## src/design/ssmj_pkg.sv

```systemverilog
// ----------------------------------------------------------------------------
// ssmj_pkg
// Shared types and constants of the sorted stream merge join.
// ----------------------------------------------------------------------------
package ssmj_pkg;

  localparam int SPOOL_DEPTH   = 32;
  localparam int PAYLOAD_WIDTH = 32;
  localparam int SPOOL_AW      = $clog2(SPOOL_DEPTH);
  localparam int FILL_W        = $clog2(SPOOL_DEPTH + 1);
  localparam int NSLOT         = 3;
  localparam int SPOOL_W       = 32 + PAYLOAD_WIDTH;
  localparam logic [31:0] PAYLOAD_MASK = 32'((64'd1 << PAYLOAD_WIDTH) - 64'd1);

  typedef enum logic [2:0] {
    K_ROW, K_WANT_L, K_WANT_R, K_FIN, K_OVF
  } ssmj_kind_e;

  typedef enum logic [3:0] {
    PH_FIN, PH_FIRST_L, PH_FIRST_R, PH_SCAN_L, PH_SCAN_R, PH_MATCH_L,
    PH_MATCH_R, PH_EMPTY_LEFT, PH_EMPTY_RIGHT, PH_EQ_LEFT, PH_EQ_RIGHT,
    PH_SPOOL, PH_SPOOL_L, PH_DRAIN_L, PH_DRAIN_R
  } ssmj_phase_e;

  typedef enum logic [1:0] {
    G_IDLE, G_FIX, G_REPLAY
  } ssmj_gen_e;

  typedef struct packed {
    logic        req_type;
    logic [31:0] key;
    logic [31:0] count;
    logic [31:0] payload;
    logic        ended;
  } ssmj_beat_t;

  typedef struct packed {
    ssmj_kind_e  kind;
    logic [31:0] key;
    logic [31:0] lc;
    logic [31:0] lp;
    logic [31:0] rc;
    logic [31:0] rp;
  } ssmj_slot_t;

  typedef struct packed {
    ssmj_slot_t slot;
    logic       last;
  } ssmj_gen_t;

  function automatic ssmj_slot_t ssmj_row(logic [31:0] key, logic [31:0] lc,
                                          logic [31:0] lp, logic [31:0] rc,
                                          logic [31:0] rp);
    ssmj_slot_t s;
    s.kind = K_ROW;
    s.key  = key;
    s.lc   = lc;
    s.lp   = lp;
    s.rc   = rc;
    s.rp   = rp;
    return s;
  endfunction

  function automatic ssmj_slot_t ssmj_ctl(ssmj_kind_e kind);
    ssmj_slot_t s;
    s      = '0;
    s.kind = kind;
    return s;
  endfunction

endpackage

```

## src/design/ssmj_ram.sv

```systemverilog
// ----------------------------------------------------------------------------
// ssmj_ram
// Generic single write port RAM with registered read.
// ----------------------------------------------------------------------------
module ssmj_ram #(
  parameter int WIDTH = 8,
  parameter int DEPTH = 16
) (
  input  logic                     clk_i,
  input  logic                     we_i,
  input  logic [$clog2(DEPTH)-1:0] waddr_i,
  input  logic [WIDTH-1:0]         wdata_i,
  input  logic [$clog2(DEPTH)-1:0] raddr_i,
  output logic [WIDTH-1:0]         rdata_o
);
  logic [WIDTH-1:0] mem_q [DEPTH];
  logic [WIDTH-1:0] rdata_q;

  always_ff @(posedge clk_i) begin
    if (we_i) begin
      mem_q[waddr_i] <= wdata_i;
    end
    rdata_q <= mem_q[raddr_i];
  end

  assign rdata_o = rdata_q;
endmodule

```

## src/design/ssmj_back.sv

```systemverilog
// ----------------------------------------------------------------------------
// ssmj_back
// Join engine: executes one queued beat, holds tuple and spool state,
// sequences the resulting beats and spool replays.
// ----------------------------------------------------------------------------
module ssmj_back (
  input  logic                 clk_i,
  input  logic                 rst_ni,
  input  logic                 drain_we_i,
  input  logic                 drain_i,
  input  logic                 q_valid_i,
  input  ssmj_pkg::ssmj_beat_t q_data_i,
  output logic                 q_pop_o,
  output logic                 gen_valid_o,
  output ssmj_pkg::ssmj_gen_t  gen_data_o,
  input  logic                 gen_ready_i
);
  import ssmj_pkg::*;

  logic        drain_q;
  ssmj_phase_e phase_q;
  logic [31:0] lk_q, lc_q, ld_q, lsk_q, lsc_q, lsd_q;
  logic [31:0] rk_q, rc_q, rd_q, rsk_q, rsc_q, rsd_q;
  logic [FILL_W-1:0] fill_q;
  logic        rse_q;

  ssmj_gen_e   gen_q, gen_d;
  ssmj_slot_t  slots_q [NSLOT];
  logic [1:0]  nfix_q, ptr_q, ptr_d;
  logic [FILL_W-1:0] idx_q, idx_d;
  logic        pend_q, pend_d;
  logic        wr2_q;
  logic [SPOOL_W-1:0] wdata2_q;

  // exec results
  ssmj_phase_e ph;
  logic [31:0] lk, lc, ld, lsk, lsc, lsd, rk, rc, rdd, rsk, rsc, rsd;
  logic [FILL_W-1:0] fill;
  logic        rse;
  ssmj_slot_t  sl [NSLOT];
  logic [1:0]  n;
  logic        rep;
  logic        we, we2;
  logic [SPOOL_AW-1:0] waddr;
  logic [SPOOL_W-1:0]  wdata, wdata2;
  logic        fire;

  logic        ram_we;
  logic [SPOOL_AW-1:0] ram_waddr;
  logic [SPOOL_W-1:0]  ram_wdata, ram_rdata;

  assign fire    = q_valid_i && (gen_q == G_IDLE);
  assign q_pop_o = fire;

  always_comb begin
    logic [31:0] t0, t1, t2, k, c, p;
    logic        e, ls_eq, rs_eq;
    ph = phase_q; lk = lk_q; lc = lc_q; ld = ld_q;
    lsk = lsk_q; lsc = lsc_q; lsd = lsd_q;
    rk = rk_q; rc = rc_q; rdd = rd_q; rsk = rsk_q; rsc = rsc_q; rsd = rsd_q;
    fill = fill_q; rse = rse_q;
    for (int i = 0; i < NSLOT; i++) begin
      sl[i] = ssmj_ctl(K_FIN);
    end
    n = 2'd0; rep = 1'b0;
    we = 1'b0; we2 = 1'b0; waddr = '0; wdata = '0; wdata2 = '0;
    k = q_data_i.key; c = q_data_i.count; p = q_data_i.payload; e = q_data_i.ended;
    t0 = '0; t1 = '0; t2 = '0; ls_eq = 1'b0; rs_eq = 1'b0;

    if (!q_data_i.req_type) begin
      lk = '0; lc = '0; ld = '0; lsk = '0; lsc = '0; lsd = '0;
      rk = '0; rc = '0; rdd = '0; rsk = '0; rsc = '0; rsd = '0;
      fill = '0; rse = 1'b0;
      sl[n] = ssmj_ctl(K_WANT_L); n = n + 2'd1; ph = PH_FIRST_L;
    end else begin
      unique case (phase_q)
        PH_FIN: ;
        PH_FIRST_L: begin
          if (e) begin
            sl[n] = ssmj_ctl(K_FIN); n = n + 2'd1; ph = PH_FIN;
          end else begin
            lk = k; lc = c; ld = p;
            sl[n] = ssmj_ctl(K_WANT_R); n = n + 2'd1; ph = PH_FIRST_R;
          end
        end
        PH_FIRST_R, PH_SCAN_R, PH_SCAN_L: begin
          if (e) begin
            sl[n] = ssmj_ctl(K_FIN); n = n + 2'd1; ph = PH_FIN;
          end else begin
            if (phase_q == PH_SCAN_L) begin
              lk = k; lc = c; ld = p;
            end else begin
              rk = k; rc = c; rdd = p;
            end
            if (lk < rk) begin
              sl[n] = ssmj_ctl(K_WANT_L); n = n + 2'd1; ph = PH_SCAN_L;
            end else if (lk > rk) begin
              sl[n] = ssmj_ctl(K_WANT_R); n = n + 2'd1; ph = PH_SCAN_R;
            end else begin
              sl[n] = ssmj_ctl(K_WANT_L); n = n + 2'd1; ph = PH_MATCH_L;
            end
          end
        end
        PH_MATCH_L: begin
          if (e) begin
            sl[n] = ssmj_row(lk, lc, ld, rc, rdd); n = n + 2'd1;
            sl[n] = ssmj_ctl(K_WANT_R); n = n + 2'd1; ph = PH_EMPTY_LEFT;
          end else begin
            lsk = k; lsc = c; lsd = p;
            rsk = rk; rsc = rc; rsd = rdd;
            sl[n] = ssmj_ctl(K_WANT_R); n = n + 2'd1; ph = PH_MATCH_R;
          end
        end
        PH_MATCH_R: begin
          sl[n] = ssmj_row(lk, lc, ld, rc, rdd); n = n + 2'd1;
          if (e) begin
            t0 = lk; lk = lsk; lsk = t0;
            t1 = lc; lc = lsc; lsc = t1;
            t2 = ld; ld = lsd; lsd = t2;
            if (lk > rk) begin
              if (drain_q) begin
                sl[n] = ssmj_ctl(K_WANT_L); n = n + 2'd1; ph = PH_DRAIN_L;
              end else begin
                sl[n] = ssmj_ctl(K_FIN); n = n + 2'd1; ph = PH_FIN;
              end
            end else begin
              if (lk == rk) begin
                sl[n] = ssmj_row(lk, lc, ld, rc, rdd); n = n + 2'd1;
              end
              sl[n] = ssmj_ctl(K_WANT_L); n = n + 2'd1; ph = PH_EMPTY_RIGHT;
            end
          end else begin
            rsk = k; rsc = c; rsd = p;
            ls_eq = (lsk == lk);
            rs_eq = (rsk == rk);
            if (ls_eq && rs_eq) begin
              we = 1'b1; waddr = '0; wdata = {rc, rdd[PAYLOAD_WIDTH-1:0]};
              we2 = 1'b1; wdata2 = {c, p[PAYLOAD_WIDTH-1:0]};
              fill = FILL_W'(2); rse = 1'b0;
              sl[n] = ssmj_row(lk, lc, ld, c, p); n = n + 2'd1;
              rsk = rk; rsc = rc; rsd = rdd;
              sl[n] = ssmj_ctl(K_WANT_R); n = n + 2'd1; ph = PH_SPOOL;
            end else if (ls_eq) begin
              t0 = lk; lk = lsk; lsk = t0;
              t1 = lc; lc = lsc; lsc = t1;
              t2 = ld; ld = lsd; lsd = t2;
              sl[n] = ssmj_row(lk, lc, ld, rc, rdd); n = n + 2'd1;
              sl[n] = ssmj_ctl(K_WANT_L); n = n + 2'd1; ph = PH_EQ_LEFT;
            end else if (rs_eq) begin
              t0 = rk; rk = rsk; rsk = t0;
              t1 = rc; rc = rsc; rsc = t1;
              t2 = rdd; rdd = rsd; rsd = t2;
              sl[n] = ssmj_row(lk, lc, ld, rc, rdd); n = n + 2'd1;
              sl[n] = ssmj_ctl(K_WANT_R); n = n + 2'd1; ph = PH_EQ_RIGHT;
            end else begin
              t0 = lk; lk = lsk; lsk = t0;
              t1 = lc; lc = lsc; lsc = t1;
              t2 = ld; ld = lsd; lsd = t2;
              t0 = rk; rk = rsk; rsk = t0;
              t1 = rc; rc = rsc; rsc = t1;
              t2 = rdd; rdd = rsd; rsd = t2;
              if (lk < rk) begin
                sl[n] = ssmj_ctl(K_WANT_L); n = n + 2'd1; ph = PH_SCAN_L;
              end else if (lk > rk) begin
                sl[n] = ssmj_ctl(K_WANT_R); n = n + 2'd1; ph = PH_SCAN_R;
              end else begin
                sl[n] = ssmj_ctl(K_WANT_L); n = n + 2'd1; ph = PH_MATCH_L;
              end
            end
          end
        end
        PH_EQ_LEFT: begin
          if (e) begin
            if (drain_q) begin
              sl[n] = ssmj_ctl(K_WANT_R); n = n + 2'd1; ph = PH_DRAIN_R;
            end else begin
              sl[n] = ssmj_ctl(K_FIN); n = n + 2'd1; ph = PH_FIN;
            end
          end else begin
            lk = k; lc = c; ld = p;
            if (k != lsk) begin
              t0 = rk; rk = rsk; rsk = t0;
              t1 = rc; rc = rsc; rsc = t1;
              t2 = rdd; rdd = rsd; rsd = t2;
              if (lk < rk) begin
                sl[n] = ssmj_ctl(K_WANT_L); n = n + 2'd1; ph = PH_SCAN_L;
              end else if (lk > rk) begin
                sl[n] = ssmj_ctl(K_WANT_R); n = n + 2'd1; ph = PH_SCAN_R;
              end else begin
                sl[n] = ssmj_ctl(K_WANT_L); n = n + 2'd1; ph = PH_MATCH_L;
              end
            end else begin
              sl[n] = ssmj_row(lk, lc, ld, rc, rdd); n = n + 2'd1;
              sl[n] = ssmj_ctl(K_WANT_L); n = n + 2'd1; ph = PH_EQ_LEFT;
            end
          end
        end
        PH_EQ_RIGHT: begin
          if (e) begin
            if (drain_q) begin
              sl[n] = ssmj_ctl(K_WANT_L); n = n + 2'd1; ph = PH_DRAIN_L;
            end else begin
              sl[n] = ssmj_ctl(K_FIN); n = n + 2'd1; ph = PH_FIN;
            end
          end else begin
            rk = k; rc = c; rdd = p;
            if (k != rsk) begin
              t0 = lk; lk = lsk; lsk = t0;
              t1 = lc; lc = lsc; lsc = t1;
              t2 = ld; ld = lsd; lsd = t2;
              if (lk < rk) begin
                sl[n] = ssmj_ctl(K_WANT_L); n = n + 2'd1; ph = PH_SCAN_L;
              end else if (lk > rk) begin
                sl[n] = ssmj_ctl(K_WANT_R); n = n + 2'd1; ph = PH_SCAN_R;
              end else begin
                sl[n] = ssmj_ctl(K_WANT_L); n = n + 2'd1; ph = PH_MATCH_L;
              end
            end else begin
              sl[n] = ssmj_row(lk, lc, ld, rc, rdd); n = n + 2'd1;
              sl[n] = ssmj_ctl(K_WANT_R); n = n + 2'd1; ph = PH_EQ_RIGHT;
            end
          end
        end
        PH_EMPTY_LEFT: begin
          if (e) begin
            sl[n] = ssmj_ctl(K_FIN); n = n + 2'd1; ph = PH_FIN;
          end else begin
            rk = k; rc = c; rdd = p;
            if (lk < k) begin
              if (drain_q) begin
                sl[n] = ssmj_ctl(K_WANT_R); n = n + 2'd1; ph = PH_DRAIN_R;
              end else begin
                sl[n] = ssmj_ctl(K_FIN); n = n + 2'd1; ph = PH_FIN;
              end
            end else begin
              if (lk == k) begin
                sl[n] = ssmj_row(lk, lc, ld, rc, rdd); n = n + 2'd1;
              end
              sl[n] = ssmj_ctl(K_WANT_R); n = n + 2'd1; ph = PH_EMPTY_LEFT;
            end
          end
        end
        PH_EMPTY_RIGHT: begin
          if (e) begin
            sl[n] = ssmj_ctl(K_FIN); n = n + 2'd1; ph = PH_FIN;
          end else begin
            lk = k; lc = c; ld = p;
            if (lk > rk) begin
              if (drain_q) begin
                sl[n] = ssmj_ctl(K_WANT_L); n = n + 2'd1; ph = PH_DRAIN_L;
              end else begin
                sl[n] = ssmj_ctl(K_FIN); n = n + 2'd1; ph = PH_FIN;
              end
            end else begin
              if (lk == rk) begin
                sl[n] = ssmj_row(lk, lc, ld, rc, rdd); n = n + 2'd1;
              end
              sl[n] = ssmj_ctl(K_WANT_L); n = n + 2'd1; ph = PH_EMPTY_RIGHT;
            end
          end
        end
        PH_SPOOL: begin
          if (!e && (k == rsk)) begin
            if (fill >= FILL_W'(SPOOL_DEPTH)) begin
              sl[n] = ssmj_ctl(K_OVF); n = n + 2'd1; ph = PH_FIN;
            end else begin
              we = 1'b1; waddr = fill[SPOOL_AW-1:0];
              wdata = {c, p[PAYLOAD_WIDTH-1:0]};
              fill = fill + FILL_W'(1);
              rk = k; rc = c; rdd = p;
              sl[n] = ssmj_row(lk, lc, ld, c, p); n = n + 2'd1;
              sl[n] = ssmj_ctl(K_WANT_R); n = n + 2'd1; ph = PH_SPOOL;
            end
          end else begin
            rse = e;
            if (!e) begin
              rsk = k; rsc = c; rsd = p;
            end
            t0 = lk; lk = lsk; lsk = t0;
            t1 = lc; lc = lsc; lsc = t1;
            t2 = ld; ld = lsd; lsd = t2;
            rep = 1'b1; ph = PH_SPOOL_L;
          end
        end
        PH_SPOOL_L: begin
          if (e) begin
            if (rse || !drain_q) begin
              sl[n] = ssmj_ctl(K_FIN); n = n + 2'd1; ph = PH_FIN;
            end else begin
              sl[n] = ssmj_ctl(K_WANT_R); n = n + 2'd1; ph = PH_DRAIN_R;
            end
          end else begin
            lk = k; lc = c; ld = p;
            if (k == lsk) begin
              rep = 1'b1; ph = PH_SPOOL_L;
            end else if (rse) begin
              if (drain_q) begin
                sl[n] = ssmj_ctl(K_WANT_L); n = n + 2'd1; ph = PH_DRAIN_L;
              end else begin
                sl[n] = ssmj_ctl(K_FIN); n = n + 2'd1; ph = PH_FIN;
              end
            end else begin
              rk = rsk; rc = rsc; rdd = rsd;
              if (lk < rk) begin
                sl[n] = ssmj_ctl(K_WANT_L); n = n + 2'd1; ph = PH_SCAN_L;
              end else if (lk > rk) begin
                sl[n] = ssmj_ctl(K_WANT_R); n = n + 2'd1; ph = PH_SCAN_R;
              end else begin
                sl[n] = ssmj_ctl(K_WANT_L); n = n + 2'd1; ph = PH_MATCH_L;
              end
            end
          end
        end
        PH_DRAIN_L: begin
          if (e) begin
            sl[n] = ssmj_ctl(K_FIN); n = n + 2'd1; ph = PH_FIN;
          end else begin
            sl[n] = ssmj_ctl(K_WANT_L); n = n + 2'd1; ph = PH_DRAIN_L;
          end
        end
        PH_DRAIN_R: begin
          if (e) begin
            sl[n] = ssmj_ctl(K_FIN); n = n + 2'd1; ph = PH_FIN;
          end else begin
            sl[n] = ssmj_ctl(K_WANT_R); n = n + 2'd1; ph = PH_DRAIN_R;
          end
        end
        default: ;
      endcase
    end
  end

  // beat sequencer: next state
  always_comb begin
    gen_d  = gen_q;
    ptr_d  = ptr_q;
    idx_d  = idx_q;
    pend_d = pend_q;
    unique case (gen_q)
      G_IDLE: begin
        if (fire) begin
          ptr_d  = 2'd0;
          idx_d  = '0;
          pend_d = 1'b0;
          if (rep) begin
            gen_d = G_REPLAY;
          end else if (n != 2'd0) begin
            gen_d = G_FIX;
          end
        end
      end
      G_FIX: begin
        if (gen_ready_i) begin
          ptr_d = ptr_q + 2'd1;
          if (ptr_q == nfix_q - 2'd1) begin
            gen_d = G_IDLE;
          end
        end
      end
      G_REPLAY: begin
        if (idx_q < fill_q) begin
          if (!pend_q) begin
            pend_d = 1'b1;
          end else if (gen_ready_i) begin
            idx_d  = idx_q + FILL_W'(1);
            pend_d = 1'b0;
          end
        end else if (gen_ready_i) begin
          gen_d = G_IDLE;
        end
      end
      default: gen_d = G_IDLE;
    endcase
  end

  // beat sequencer: outputs
  always_comb begin
    gen_valid_o = 1'b0;
    gen_data_o  = '0;
    unique case (gen_q)
      G_IDLE: ;
      G_FIX: begin
        gen_valid_o     = 1'b1;
        gen_data_o.slot = slots_q[ptr_q];
        gen_data_o.last = (ptr_q == nfix_q - 2'd1);
      end
      G_REPLAY: begin
        if (idx_q < fill_q) begin
          gen_valid_o     = pend_q;
          gen_data_o.slot = ssmj_row(lk_q, lc_q, ld_q, ram_rdata[SPOOL_W-1 -: 32],
                                     32'(ram_rdata[PAYLOAD_WIDTH-1:0]));
        end else begin
          gen_valid_o     = 1'b1;
          gen_data_o.slot = ssmj_ctl(K_WANT_L);
          gen_data_o.last = 1'b1;
        end
      end
      default: ;
    endcase
  end

  assign ram_we    = (fire && we) || wr2_q;
  assign ram_waddr = wr2_q ? SPOOL_AW'(1) : waddr;
  assign ram_wdata = wr2_q ? wdata2_q : wdata;

  ssmj_ram #(
    .WIDTH (SPOOL_W),
    .DEPTH (SPOOL_DEPTH)
  ) u_spool (
    .clk_i   (clk_i),
    .we_i    (ram_we),
    .waddr_i (ram_waddr),
    .wdata_i (ram_wdata),
    .raddr_i (idx_q[SPOOL_AW-1:0]),
    .rdata_o (ram_rdata)
  );

  always_ff @(posedge clk_i) begin
    if (fire) begin
      for (int i = 0; i < NSLOT; i++) begin
        slots_q[i] <= sl[i];
      end
      wdata2_q <= wdata2;
    end
  end

  always_ff @(posedge clk_i or negedge rst_ni) begin
    if (!rst_ni) begin
      drain_q <= 1'b0;
      phase_q <= PH_FIN;
      lk_q <= '0; lc_q <= '0; ld_q <= '0; lsk_q <= '0; lsc_q <= '0; lsd_q <= '0;
      rk_q <= '0; rc_q <= '0; rd_q <= '0; rsk_q <= '0; rsc_q <= '0; rsd_q <= '0;
      fill_q <= '0;
      rse_q  <= 1'b0;
      gen_q  <= G_IDLE;
      nfix_q <= 2'd0;
      ptr_q  <= 2'd0;
      idx_q  <= '0;
      pend_q <= 1'b0;
      wr2_q  <= 1'b0;
    end else begin
      if (drain_we_i) begin
        drain_q <= drain_i;
      end
      if (fire) begin
        phase_q <= ph;
        lk_q <= lk; lc_q <= lc; ld_q <= ld; lsk_q <= lsk; lsc_q <= lsc; lsd_q <= lsd;
        rk_q <= rk; rc_q <= rc; rd_q <= rdd; rsk_q <= rsk; rsc_q <= rsc; rsd_q <= rsd;
        fill_q <= fill;
        rse_q  <= rse;
        nfix_q <= n;
      end
      wr2_q  <= fire && we2;
      gen_q  <= gen_d;
      ptr_q  <= ptr_d;
      idx_q  <= idx_d;
      pend_q <= pend_d;
    end
  end
endmodule

```

## config.mk

```make
export PLATFORM = sky130hd
export DESIGN_NAME = ssmj_back
export DESIGN_NICKNAME = d
export VERILOG_FILES = /design/src/design/ssmj_pkg.sv /design/src/design/ssmj_ram.sv /design/src/design/ssmj_back.sv
export SDC_FILE = /design/constraint.sdc
export NUM_CORES = 2
export LEC_CHECK = 0
export CAP_MARGIN = 20
export CORE_MARGIN = 2
export CORE_UTILIZATION = 54
export DETAILED_ROUTE_END_ITERATION = 8
export DONT_BUFFER_PORTS = 1
export GPL_TIMING_DRIVEN = 0
export HOLD_SLACK_MARGIN = 0.1
export PLACE_DENSITY_LB_ADDON = 0.1
export SLEW_MARGIN = 20
export SYNTH_ARGS = -nofsm -noshare
export SYNTH_HDL_FRONTEND = slang
export SYNTH_HIERARCHICAL = 1
export SYNTH_SLANG_ARGS = --single-unit
```

## constraint.sdc

```tcl
create_clock -name clk_i -period 12 [get_ports clk_i]
set_input_delay 1.2 -clock clk_i [delete_from_list [all_inputs] [get_ports clk_i]]
set_output_delay 1.2 -clock clk_i [all_outputs]
set_load 0.02 [all_outputs]
```

==> flow_summary.toml <==
[clock_tree]
cts_hold_buf = 1
clockRootBuffer = "clkbuf_16"
post_cts_buffers = 0
insertion_delay_ns = 0.98
cts_sinks = 2913
cts_tree = "done"
clockBufferDepth = 4
cts_inserted_buffers = 321
htree_levels = 5
path_clk_slew_ns = 0.06
cts_resized = 0

[setup_path]
critPathKind = "flop to output port"
rrSetupSlack_ns = 5.21
crit_top_cell = "clkbuf_1"
start_kind = "flop"
crit_chain = "clkbuf_1, inv_1, ha_1, a21oi_1, o21a_1, and2_1, clkbuf_1, clkbuf_1, clkbuf_1, a22oi_1, nor2b_1"
reg2reg_depth = 13
cp-endpoint = "gen_data_o[1]"
cp.required_ns = 10.80
startpoint = "fill_q[5]"
crit_path_end_kind = "output port"
r2r_end = "u_spool/mem_q[14][58]"
arrival_ns = 6.24
slowest_stage = "clkbuf_1"
worst-path-max-fanout = 10
r2r_start = "phase_q[3]"
cpPeakStageDelay_ns = 0.92

[sta]
slew_viol_final = 0
setup_ws_ns = 4.56
fin_crit_sh = 0.620
fin_crit_ns = 7.44
slew_headroom = 0.158
final-hold-violation-count = 0
tightest_slew_ns = 1.26
setup_tns_ns = 0
fmax_mhz = 134
setup-violations-final = 0
fin_skew_ns = 0.0764
rsz0062_at_grt = "false"

[synthesis]
avgSynthCellArea_um2 = 15.4
synth-main-ff-cell = "edfxtp_1"
synth_top_cell_area_share = 0.571
synth.net_count = 8640
synth_seq_cells = 2913
synth_area_leaders = "edfxtp_1 (57%), mux4_2 (11%), dfrtp_1 (8.0%)"
syn_area_mm2 = 0.128
syn_inst = 8333
synth_enable_flop_cells = 2439
yosys_warnings = 6
synth_cell_type_count = 85
synth_seq_area_share = 0.661
synth-async-reset-ratio = 0.141
synth_area_leader_cell = "edfxtp_1"

[drt]
viasPerCell = 6.73
drc_errors = 0
via_count = 82600
antenna_left = 0
dr.first_iter.drc_count = 11400
routedWlPerCell_um = 35.3
finalWirelength_um = 433000
drtPass1Iterations = 7

[place]
place_ws_ns = 4.85
placed_cell_area_mm2 = 0.138
io_buffer_count = 0
dp_cells = 11700
place_hpwl_um = 310000
place_congestion = 0.958

[die]
coreArea_mm2 = 0.236
start_util = 0.544
die-width_um = 491
die_h_um = 491
ios = 270
num_rows = 178
die_area_mm2 = 0.241

[global_routing]
top_usage_layer = "met2"
grt_pass1_wl_um = 609000
grt_use_met1 = 0.486
grt_overflow = 0
grt_max_degree = 411
grt_antenna_before_repair = 27
grt_usage = 0.357
first_global_vias = 80500
use_met2 = 0.556
grt_util_met3 = 0.0708

[final_layout]
fin_nets = 9178
fin_area_mm2 = 0.148
syn2layout_area_growth_pct = 15.7
layout-drive-gt1-share = 0.201
final_core_util = 0.630
final_cells = 12300

[pwr]
powerDensity_mw_per_mm2 = 184
leakagePower_nw = 44.8
ir_drop_v = 0.000130

[worst_hold_path]
hp-class = "primary input to flop"

[run]
cap_violations = 0

[outcome]
status = "complete, no violations"
==> kinds of logic after synthesis <==
kind of cell,Yosys count,share of synthesized area
compound gates,1626,0.0864
xor+xnor,39,0.00266
fa+ha+maj,204,0.0199
buf+inv,841,0.0273
flops,2913,0.661
mux,1072,0.145
simple gates,1638,0.0578
==> state kept, by name, indices dropped and copies added, names as in the netlist, 64 cells and up <==
signal           count
wdata2_q            64
u_spool/mem_q     2048
u_spool/rdata_o     64
slots_q            327
==> worst min-delay path by stage <==
stage | slack [ns] | startpoint | end | cells after the start
global placement | 0.46 | rsd_q[6] | rsd_q[6] | 2
floorplan | 0.45 | rsc_q[0] | rsc_q[0] | 2
detailed placement | 0.46 | rsd_q[13] | rsd_q[13] | 2
finish | 0.39 | drain_we_i | drain_q | 1
global route | 0.38 | drain_we_i | drain_q | 1
CTS | 0.36 | drain_we_i | drain_q | 1
==> cells in the mapped netlist, types with 13 or more instances <==
cell type  instances
o21ai_0          203
nor4_1            21
o22ai_1           16
mux4_2           602
o21ai_1           22
nor2_1           299
ha_1             203
mux2i_1          235
nand3_1          166
nand4_1           48
xor2_1            35
and2_1            74
nor2b_1          172
buf_2            115
o211ai_1          21
a21oi_1          298
inv_1            147
nor3_1            29
o31ai_1          325
nand2_1          770
dfxtp_1           64
a31oi_1           37
a21boi_0         133
a21o_1            23
a22o_1           106
clkbuf_1         471
a22oi_1          357
buf_1             63
buf_4             26
buf_6             13
dfrtp_1          410
mux2_2           235
edfxtp_1        2439
a221oi_1          19
==> layout make-up <==
class / instances / area, µm²
fill: 17100 / 87200
antenna: 19 / 47.5
inverter: 151 / 582
clock inverter: 152 / 1610
clock buffer: 416 / 8810
buffer: 690 / 2980
multi-input combinational: 4579 / 40900
sequential: 2913 / 84800
tap: 3150 / 3940
timing repair buffer: 215 / 4770
==> power breakdown <==
| part | switching (mW) | leakage (nW) | total (mW) | internal (mW) |
|---|---|---|---|---|
| Clock | 4.02 | 5.09 | 9.89 | 5.88 |
| Combinational | 3.37 | 15.9 | 4.94 | 1.57 |
| Sequential | 0.763 | 23.8 | 12.5 | 11.7 |
| Total | 8.15 | 44.8 | 27.3 | 19.2 |
==> placed cells by master (no fill, tap or decap), types with 23 or more instances in the layout <==
cell type	count
mux2i_1	235
clkbuf_8	23
a21oi_1	298
buf_12	128
clkbuf_1	499
buf_1	57
clkbuf_16	330
xor2_1	35
mux4_2	602
dfxtp_1	64
dfrtp_1	410
a31oi_1	37
a21o_1	23
inv_1	147
o21ai_4	57
nor2_1	264
ha_1	203
nor2b_1	172
clkinv_2	45
buf_4	27
o21ai_0	157
edfxtp_1	2439
nand3_1	166
bufinv_16	33
o31ai_1	325
a21boi_0	131
nor2_4	32
buf_2	120
a22oi_1	357
nor3_1	27
nand2_1	770
mux2_2	235
clkbuf_2	38
buf_16	75
clkinv_1	51
and2_1	74
nand4_1	48
a22o_1	105
==> per-layer routing <==
metal	vias to the layer above	wire length, µm
met4	8	23700
met2	5018	202000
met1	43000	163000
li1	33700	-
met3	943	44000
met5	-	46
==> worst max-delay path, delay by kind of cell (launching register included) <==
| family | cells | cell delay, ns |
|---|---|---|
| buffers and inverters | 5 | 3.07 |
| AOI/OAI and AO/OA | 3 | 0.92 |
| and+or+nand+nor | 2 | 0.64 |
| adders and majority gates | 1 | 0.35 |
| DFF | 1 | 0.32 |
==> per-stage QoR <==
stage               hold WS (ns)  power, mW
CTS                        0.355       27.3
detailed placement         0.465       17.5
global route               0.380       28.2
finish                     0.395       27.3
global placement           0.458       17.4
floorplan                  0.448       15.6
(Power assumes the default switching activity.)
